===== src/kws_pkg.sv =====
// Shared types and constants for the windowed KMP byte matcher.
`timescale 1ns / 1ps

package kws_pkg;

  localparam int MAX_PATTERN_DEFAULT = 64;

  localparam int POS_W = 32;
  localparam logic [POS_W-1:0] COUNT_MAX = '1;

  // Request action codes
  typedef enum logic [1:0] {
    ACT_NEW    = 2'd0,
    ACT_APPEND = 2'd1,
    ACT_TEXT   = 2'd2,
    ACT_END    = 2'd3
  } action_t;

  // Configuration register indexes
  typedef enum logic [1:0] {
    CFG_WINDOW_START = 2'd0,
    CFG_WINDOW_STOP  = 2'd1,
    CFG_REPORT_LAST  = 2'd2,
    CFG_UNUSED       = 2'd3
  } cfg_index_t;

  // Sequencer states
  typedef enum logic {
    ST_IDLE  = 1'b0,
    ST_CHECK = 1'b1
  } state_t;

endpackage


===== src/kws_ram.sv =====
// Generic simple dual-port RAM with one write port and one registered read port.
`timescale 1ns / 1ps

module kws_ram #(
  parameter int WIDTH = 8,
  parameter int DEPTH = 64
) (
  input  logic                     clk,
  input  logic                     wr_en,
  input  logic [$clog2(DEPTH)-1:0] wr_addr,
  input  logic [WIDTH-1:0]         wr_data,
  input  logic [$clog2(DEPTH)-1:0] rd_addr,
  output logic [WIDTH-1:0]         rd_data
);

  logic [WIDTH-1:0] mem [DEPTH];

  // Write port
  always_ff @(posedge clk) begin
    if (wr_en) begin
      mem[wr_addr] <= wr_data;
    end
  end

  // Registered read port
  always_ff @(posedge clk) begin
    rd_data <= mem[rd_addr];
  end

endmodule


===== src/kmp_windowed_search.sv =====
// Top level of the windowed KMP byte matcher: sequencer, scan state and stores.
//
//   channel  | handshake              | payload
//   ---------+------------------------+------------------------------------------
//   item     | item_valid / item_stall| action, data_byte
//   result   | result_valid / stall   | match_here, match_position, best_valid,
//            |                        | best_position, match_count, pattern_overflow
//   config   | cfg_valid / cfg_ready  | cfg_index, cfg_data
//
// Every request passes through an accept state, which issues the store reads, and
// a check state. A text byte or pattern byte stays in the check state while it
// falls back prefix by prefix, as the prefix store has a single read port.
// Reset clears all control and scan state; the stores need no clearing pass.
// A finished request waits in the check cycle while the result register is
// full and stalled; the item side is stalled until the request finishes.
`timescale 1ns / 1ps

module kmp_windowed_search
  import kws_pkg::*;
#(
  parameter int MAX_PATTERN = MAX_PATTERN_DEFAULT
) (
  input  logic             clk,
  input  logic             rst,
  // item channel
  input  logic             item_valid,
  output logic             item_stall,
  input  logic [1:0]       action,
  input  logic [7:0]       data_byte,
  // result channel
  output logic             result_valid,
  input  logic             result_stall,
  output logic             match_here,
  output logic [POS_W-1:0] match_position,
  output logic             best_valid,
  output logic [POS_W-1:0] best_position,
  output logic [POS_W-1:0] match_count,
  output logic             pattern_overflow,
  // configuration channel
  input  logic             cfg_valid,
  output logic             cfg_ready,
  input  logic [1:0]       cfg_index,
  input  logic [31:0]      cfg_data
);

  localparam int IW = $clog2(MAX_PATTERN);
  localparam int LW = $clog2(MAX_PATTERN + 1);
  localparam logic [LW-1:0] PLEN_FULL = LW'(MAX_PATTERN);

  // Configuration registers
  logic [POS_W-1:0] window_start;
  logic [POS_W-1:0] window_stop;
  logic             report_last;

  // Pattern and scan state
  state_t           state, state_next;
  logic [LW-1:0]    pattern_length, pattern_length_next;
  logic [IW-1:0]    build_length, build_length_next;
  logic [IW-1:0]    matched_length, matched_length_next;
  logic [POS_W-1:0] text_position, text_position_next;
  logic [POS_W-1:0] found_position, found_position_next;
  logic             found_flag, found_flag_next;
  logic [POS_W-1:0] hit_count, hit_count_next;
  logic             overflow_flag, overflow_flag_next;

  // Request being worked on
  action_t          act, act_next;
  logic [7:0]       byte_q, byte_q_next;
  logic [IW-1:0]    probe, probe_next;

  // Result register
  logic             result_valid_next;
  logic             match_here_next;
  logic [POS_W-1:0] match_position_next;
  logic             best_valid_next;
  logic [POS_W-1:0] best_position_next;
  logic [POS_W-1:0] match_count_next;
  logic             pattern_overflow_next;

  // Store ports
  logic [IW-1:0]    rd_addr;
  logic [7:0]       pat_rdata;
  logic [IW-1:0]    pre_rdata;
  logic             wr_en;
  logic [IW-1:0]    wr_addr;
  logic [7:0]       wr_pat;
  logic [IW-1:0]    wr_pre;

  // Check-cycle helpers
  logic             out_free;
  logic             loop_op;
  logic             char_eq;
  logic [LW-1:0]    step_len;
  logic [POS_W-1:0] start_at;
  logic             in_window;
  logic             full_match;
  logic             item_take;

  kws_ram #(.WIDTH(8), .DEPTH(MAX_PATTERN)) u_pattern_ram (
    .clk     (clk),
    .wr_en   (wr_en),
    .wr_addr (wr_addr),
    .wr_data (wr_pat),
    .rd_addr (rd_addr),
    .rd_data (pat_rdata)
  );

  kws_ram #(.WIDTH(IW), .DEPTH(MAX_PATTERN)) u_prefix_ram (
    .clk     (clk),
    .wr_en   (wr_en),
    .wr_addr (wr_addr),
    .wr_data (wr_pre),
    .rd_addr (rd_addr - IW'(1)),
    .rd_data (pre_rdata)
  );

  assign cfg_ready  = 1'b1;
  assign item_stall = (state != ST_IDLE);
  assign item_take  = item_valid && !item_stall;
  assign out_free   = !result_valid || !result_stall;

  // Combinational helpers for the check cycle
  assign char_eq    = (byte_q == pat_rdata);
  assign loop_op    = ((act == ACT_TEXT) && (pattern_length != '0)) ||
                      ((act == ACT_APPEND) && (pattern_length != '0) &&
                       (pattern_length != PLEN_FULL));
  assign step_len   = LW'(probe) + LW'(char_eq);
  assign full_match = (step_len == pattern_length);
  assign start_at   = text_position + POS_W'(1) - POS_W'(pattern_length);
  assign in_window  = (start_at >= window_start) && (start_at < window_stop);

  // Configuration writes
  always_ff @(posedge clk) begin
    if (rst) begin
      window_start <= '0;
      window_stop  <= COUNT_MAX;
      report_last  <= 1'b0;
    end else if (cfg_valid && cfg_ready) begin
      case (cfg_index_t'(cfg_index))
        CFG_WINDOW_START: window_start <= cfg_data;
        CFG_WINDOW_STOP:  window_stop  <= cfg_data;
        CFG_REPORT_LAST:  report_last  <= cfg_data[0];
        default: ;
      endcase
    end
  end

  // State register and control state
  always_ff @(posedge clk) begin
    if (rst) begin
      state          <= ST_IDLE;
      pattern_length <= '0;
      build_length   <= '0;
      matched_length <= '0;
      text_position  <= '0;
      found_position <= '0;
      found_flag     <= 1'b0;
      hit_count      <= '0;
      overflow_flag  <= 1'b0;
      result_valid   <= 1'b0;
    end else begin
      state          <= state_next;
      pattern_length <= pattern_length_next;
      build_length   <= build_length_next;
      matched_length <= matched_length_next;
      text_position  <= text_position_next;
      found_position <= found_position_next;
      found_flag     <= found_flag_next;
      hit_count      <= hit_count_next;
      overflow_flag  <= overflow_flag_next;
      result_valid   <= result_valid_next;
    end
  end

  // Payload registers
  always_ff @(posedge clk) begin
    act              <= act_next;
    byte_q           <= byte_q_next;
    probe            <= probe_next;
    match_here       <= match_here_next;
    match_position   <= match_position_next;
    best_valid       <= best_valid_next;
    best_position    <= best_position_next;
    match_count      <= match_count_next;
    pattern_overflow <= pattern_overflow_next;
  end

  // Next state, store access and result
  always_comb begin
    state_next            = state;
    pattern_length_next   = pattern_length;
    build_length_next     = build_length;
    matched_length_next   = matched_length;
    text_position_next    = text_position;
    found_position_next   = found_position;
    found_flag_next       = found_flag;
    hit_count_next        = hit_count;
    overflow_flag_next    = overflow_flag;
    act_next              = act;
    byte_q_next           = byte_q;
    probe_next            = probe;
    result_valid_next     = result_valid && result_stall;
    match_here_next       = match_here;
    match_position_next   = match_position;
    best_valid_next       = best_valid;
    best_position_next    = best_position;
    match_count_next      = match_count;
    pattern_overflow_next = pattern_overflow;
    rd_addr               = probe;
    wr_en                 = 1'b0;
    wr_addr               = pattern_length[IW-1:0];
    wr_pat                = byte_q;
    wr_pre                = step_len[IW-1:0];

    case (state)
      ST_IDLE: begin
        // Latch the request and issue the first store read
        case (action_t'(action))
          ACT_TEXT:   probe_next = matched_length;
          ACT_APPEND: probe_next = build_length;
          default:    probe_next = '0;
        endcase
        rd_addr = probe_next;
        if (item_take) begin
          act_next    = action_t'(action);
          byte_q_next = data_byte;
          state_next  = ST_CHECK;
        end
      end

      ST_CHECK: begin
        if (loop_op && (probe != '0) && !char_eq) begin
          // Fall back one prefix step and read again
          probe_next = pre_rdata;
          rd_addr    = pre_rdata;
        end else if (out_free) begin
          state_next        = ST_IDLE;
          result_valid_next = 1'b1;
          match_here_next   = 1'b0;
          case (act)
            ACT_NEW: begin
              // Restart the pattern with this byte
              wr_en               = 1'b1;
              wr_addr             = '0;
              wr_pre              = '0;
              pattern_length_next = LW'(1);
              build_length_next   = '0;
              overflow_flag_next  = 1'b0;
              matched_length_next = '0;
              text_position_next  = '0;
              found_position_next = '0;
              found_flag_next     = 1'b0;
              hit_count_next      = '0;
            end
            ACT_APPEND: begin
              matched_length_next = '0;
              text_position_next  = '0;
              found_position_next = '0;
              found_flag_next     = 1'b0;
              hit_count_next      = '0;
              if (pattern_length == PLEN_FULL) begin
                // Drop the byte and flag it
                overflow_flag_next = 1'b1;
              end else if (pattern_length == '0) begin
                wr_en               = 1'b1;
                wr_addr             = '0;
                wr_pre              = '0;
                build_length_next   = '0;
                pattern_length_next = LW'(1);
              end else begin
                wr_en               = 1'b1;
                build_length_next   = step_len[IW-1:0];
                pattern_length_next = pattern_length + LW'(1);
              end
            end
            ACT_TEXT: begin
              text_position_next = text_position + POS_W'(1);
              if (pattern_length != '0) begin
                if (full_match) begin
                  // Last prefix entry equals the build length
                  matched_length_next = build_length;
                  if (in_window) begin
                    match_here_next = 1'b1;
                    if (hit_count != COUNT_MAX) begin
                      hit_count_next = hit_count + POS_W'(1);
                    end
                    if (!found_flag || report_last) begin
                      found_position_next = start_at;
                    end
                    found_flag_next = 1'b1;
                  end
                end else begin
                  matched_length_next = step_len[IW-1:0];
                end
              end
            end
            default: begin
              // End of text: report, then clear the scan state
              matched_length_next = '0;
              text_position_next  = '0;
              found_position_next = '0;
              found_flag_next     = 1'b0;
              hit_count_next      = '0;
            end
          endcase
          match_position_next = match_here_next ? start_at : '0;
          if (act == ACT_END) begin
            best_valid_next    = found_flag;
            best_position_next = found_flag ? found_position : '0;
            match_count_next   = hit_count;
          end else begin
            best_valid_next    = found_flag_next;
            best_position_next = found_flag_next ? found_position_next : '0;
            match_count_next   = hit_count_next;
          end
          pattern_overflow_next = overflow_flag_next;
        end
      end

      default: state_next = ST_IDLE;
    endcase
  end

  // Matched length always stays below a nonempty pattern length
  assert property (@(posedge clk) disable iff (rst)
    (pattern_length != '0) |-> (LW'(matched_length) < pattern_length))
    else $error("matched length reached pattern length");

  // Build length stays below pattern length
  assert property (@(posedge clk) disable iff (rst)
    (pattern_length != '0) |-> (LW'(build_length) < pattern_length))
    else $error("build length out of range");

  // Pattern length never passes the store size
  assert property (@(posedge clk) disable iff (rst)
    pattern_length <= PLEN_FULL)
    else $error("pattern length beyond store size");

  // A new result only follows a check cycle
  assert property (@(posedge clk) disable iff (rst)
    $rose(result_valid) |-> ($past(state) == ST_CHECK))
    else $error("result without a finished request");

endmodule

===== config.mk =====
export PLATFORM = sky130hd
export DESIGN_NAME = kmp_windowed_search
export DESIGN_NICKNAME = d
export VERILOG_FILES = /design/src/kws_pkg.sv /design/src/kws_ram.sv /design/src/kmp_windowed_search.sv
export SDC_FILE = /design/constraint.sdc
export NUM_CORES = 2
export LEC_CHECK = 0
export BUFFER_PORTS_ARGS = -buffer_cell sky130_fd_sc_hd__buf_4
export CAP_MARGIN = 25
export CORE_MARGIN = 5
export CORE_UTILIZATION = 40
export CTS_BUF_LIST = sky130_fd_sc_hd__clkbuf_8
export DETAILED_ROUTE_END_ITERATION = 7
export GPL_TIMING_DRIVEN = 0
export PLACE_DENSITY_LB_ADDON = 0.08
export SYNTH_ARGS = -nofsm -noshare
export SYNTH_HDL_FRONTEND = slang
export SYNTH_SLANG_ARGS = --single-unit

===== constraint.sdc =====
create_clock -name clk -period 6.1 [get_ports clk]
set_clock_uncertainty 0.05 [all_clocks]
set_input_delay 0.915 -clock clk [delete_from_list [all_inputs] [get_ports clk]]
set_output_delay 0.915 -clock clk [all_outputs]
set_load 0.005 [all_outputs]

==> run metrics <==
outcome finished, final reports clean; critical path class reg -> reg; GRT Resource Usage Total about a quarter; Main synth FF type edfxtp_1; final hold vios 0; area grow syn2layout 17.9%; worst hold path stage count 1; TritonRoute pass-1 iters 6; die area 0.135 mm^2; CP endpoint kind flop; reg2reg end u_prefix_ram.rd_data[1]; Yosys cell types 82; Pins Over Slew Limit 0; I/O Buffers about 150; initial antenna violation count 4; async set or reset register ratio after synthesis 0%; Period minus WS final a little over 6000 ps; Placer Congestion 0.903; Post-synth EDFFs 1,005; Max Fclk 166 MHz; Leak around 0.022 uW; RR Startpoint byte_q[3]; HP Start data_byte[0]; endpoints failing setup 0; number of routed nets with antenna violations 0; Hold Crit Endpoint byte_q[0]; RSZ-0062 raised after global routing yes; syn_nets a little over 4,000; worst-margin pin slew approximately 1000 ps; vias in the first global route 33,800; commonest cells after routing, fill and taps aside 1,005 x edfxtp_1, 688 x nand2_1, 237 x nand3_1; layout cells sized above 1 17.9%; Post-CTS Hold Fix Bufs 0; Root Buffer clkbuf_8; die height 368 um; CTS tree built; total number of yosys warnings 0; die width ~370 um; row count ~130; Critical Path Fanout Max 20; Worst Path Required 6830 ps; sequential area share after synthesis 66.8%; CTS H-Tree Depth 4; Power per Cell Area 275 mW/mm^2; Crit-path slowest cell a22oi_1; Clock Latency Late Sink roughly 930 ps; Clock Sinks 1,209; core area 0.128 mm^2; top-area cell type share of the netlist area 58.8%; first-pass GRT wire length 237 mm; Vias/cell 5.58; Crit path largest cell delay roughly 470 ps; largest net degree at the start of global routing 109; VDD IR max 0.000221 V; max-cap violations 0; IO Pins 151; maximum root-to-sink buffer count 3; Relative slew margins 30.6%; initial core utilization 40.2%; post-synthesis cell count around 4,000; DP HPWL 118 mm; Routed WL per cell roughly 26 um; total congestion overflow 0; sequence of cells on the critical path buf_4, buf_16, buf_16, xnor2_1, nand4_1, a2bb2oi_4, mux2_4, buf_6, buf_2, buf_6, buf_6, ha_4, clkbuf_2, buf_8, clkbuf_2, mux4_2, a22oi_1, a21oi_1, a21oi_1, nand2_1; worst min path class in -> reg; placed instance area between 0.05 and 0.06 mm^2; Final Util 47.4%; Synth area leaders edfxtp_1 59%, dfxtp_1 8.0%, nand2_1 5.1%; DRC viols 0; area leader, netlist edfxtp_1; Post-Route WL roughly 160 mm; #FFs+latches synth 1,209; DR iter-0 viols approximately 3,300; R2R setup slack roughly 65 ps; Final Cycle Share 98.9%; clock-pin slew on the worst setup and hold paths around 60 ps; WP data arrival roughly 6800 ps; Synth Area per Inst 12.9 um^2; final-stage net count around 4,600; most common cell after layout, fill and taps aside edfxtp_1; worst path bufs/invs 10; most used cell, CP buf_6; CP top delay family buffers and inverters; worst reg-to-reg path cell count 20; via count 35,000; CTS Buf Count 203; Critical Path Source Type flop; final instance area 0.0605 mm^2; Mapped Area 0.0513 mm^2
worst max path at each step:
stage                           start                      end  depth (start not counted)
finish                      byte_q[3]  u_prefix_ram.rd_data[1]                         20
global route         text_position[0]       found_position[29]                         28
CTS                 pattern_length[1]          match_count[26]                         29
detailed placement          byte_q[0]  u_prefix_ram.rd_data[2]                         21
global placement            byte_q[1]  u_prefix_ram.rd_data[5]                         18
floorplan            text_position[0]          match_count[12]                         30
cells in the mapped netlist (5+ instances only):
cell,instances
nand2b_1,8
edfxtp_1,1005
a41oi_1,5
nor4_1,13
nor2_1,222
and3_1,41
nor2b_1,8
a211o_1,31
xnor2_1,58
or3_1,25
a22o_1,34
nand3_1,240
nand2_1,691
mux4_2,99
a21o_1,30
o221ai_1,10
nand4_1,39
o21a_1,8
a31oi_1,65
a32o_1,10
dfxtp_1,204
ha_1,79
clkbuf_1,147
nor3_1,27
xor2_1,31
a221oi_1,9
or4_1,22
a22oi_1,65
o22ai_1,13
a211oi_1,9
inv_1,105
o21ai_0,113
buf_1,17
buf_2,65
mux2i_1,65
o31ai_1,20
o211ai_1,22
a21oi_1,158
and2_1,40
buf_4,8
a311oi_1,37
and4_1,6
sequential cells by signal, indices dropped and copies added (netlist names), 32 cells and up:
| signal | cells |
|---|---|
| best_position | 32 |
| found_position | 32 |
| window_stop | 32 |
| u_prefix_ram.mem | 384 |
| match_position | 32 |
| hit_count | 32 |
| u_pattern_ram.mem | 512 |
| text_position | 32 |
| window_start | 32 |
| match_count | 32 |
report_power, final:
| part | internal (uW) | switching [uW] |
|---|---|---|
| clock | 3520 | 3390 |
| combinational | 243 | 458 |
| sequential | 8980 | 37.0 |
| total | 12700 | 3890 |
routing by layer:
layer	track usage [%]	vias to the layer above	part of all wire (%)
met1	33.7	17500	44
li1	-	15800	-
met4	8.35	0	3.4
met3	4.10	271	6.5
met5	0	-	0
met2	37.7	1309	46
through the flow:
stage	hold slack [ps]	TNS, ps	power [uW]	cells	worst slack (ps)
after floorplan	382	0	9480	3977	631
after global placement	393	-2074100	9810	5787	-3610
after detailed placement	398	-172750	9870	5861	-2060
after CTS	16.2	0	16800	6251	4.13
after global routing	41.9	-988	17200	6261	-50.1
final	129	0	16600	6262	64.5
cells by family (layout without fill, tap and decap cells):
| logic type | Yosys count | after routing | share of synthesized area [%] |
|---|---|---|---|
| other | 1 | 3 | 0.00731 |
| buffers and inverters | 351 | 972 | 2.82 |
| AOI/OAI and AO/OA | 667 | 667 | 8.77 |
| adders and majority gates | 80 | 80 | 1.97 |
| muxes | 168 | 168 | 5.71 |
| and+or+nand+nor | 1410 | 1410 | 12.3 |
| DFF | 1209 | 1209 | 66.8 |
| xor gates and xnor gates | 91 | 91 | 1.58 |
cell type report:
class / count / area, um^2
plain buffers: 235 / 1100
fillers: 11500 / 67100
flip-flops and latches: 1209 / 34300
inverters: 111 / 417
well taps: 1662 / 2080
multi-input cells: 2417 / 16100
clock inverters: 155 / 779
clock buffers: 225 / 3100
repair buffers: 246 / 2590
diodes: 2 / 5.00
worst reg2reg max path, stage by stage (launching register included):
cell       delay (ps)
edfxtp_1          350
buf_4             170
buf_16            170
buf_16            190
xnor2_1           160
nand4_1           360
a2bb2oi_4         330
mux2_4            240
buf_6             190
buf_2             350
buf_6             300
buf_6             370
ha_4              330
clkbuf_2          290
buf_8             190
clkbuf_2          320
mux4_2            350
a22oi_1           470
a21oi_1           300
a21oi_1           340
nand2_1           100
repair_timing:
item,4_1_cts,5_1_grt
resized for setup,77,52
setup endpoints to repair,169,156
pin swaps,6,12
buffers inserted,13,10
(Power assumes the default switching activity.)
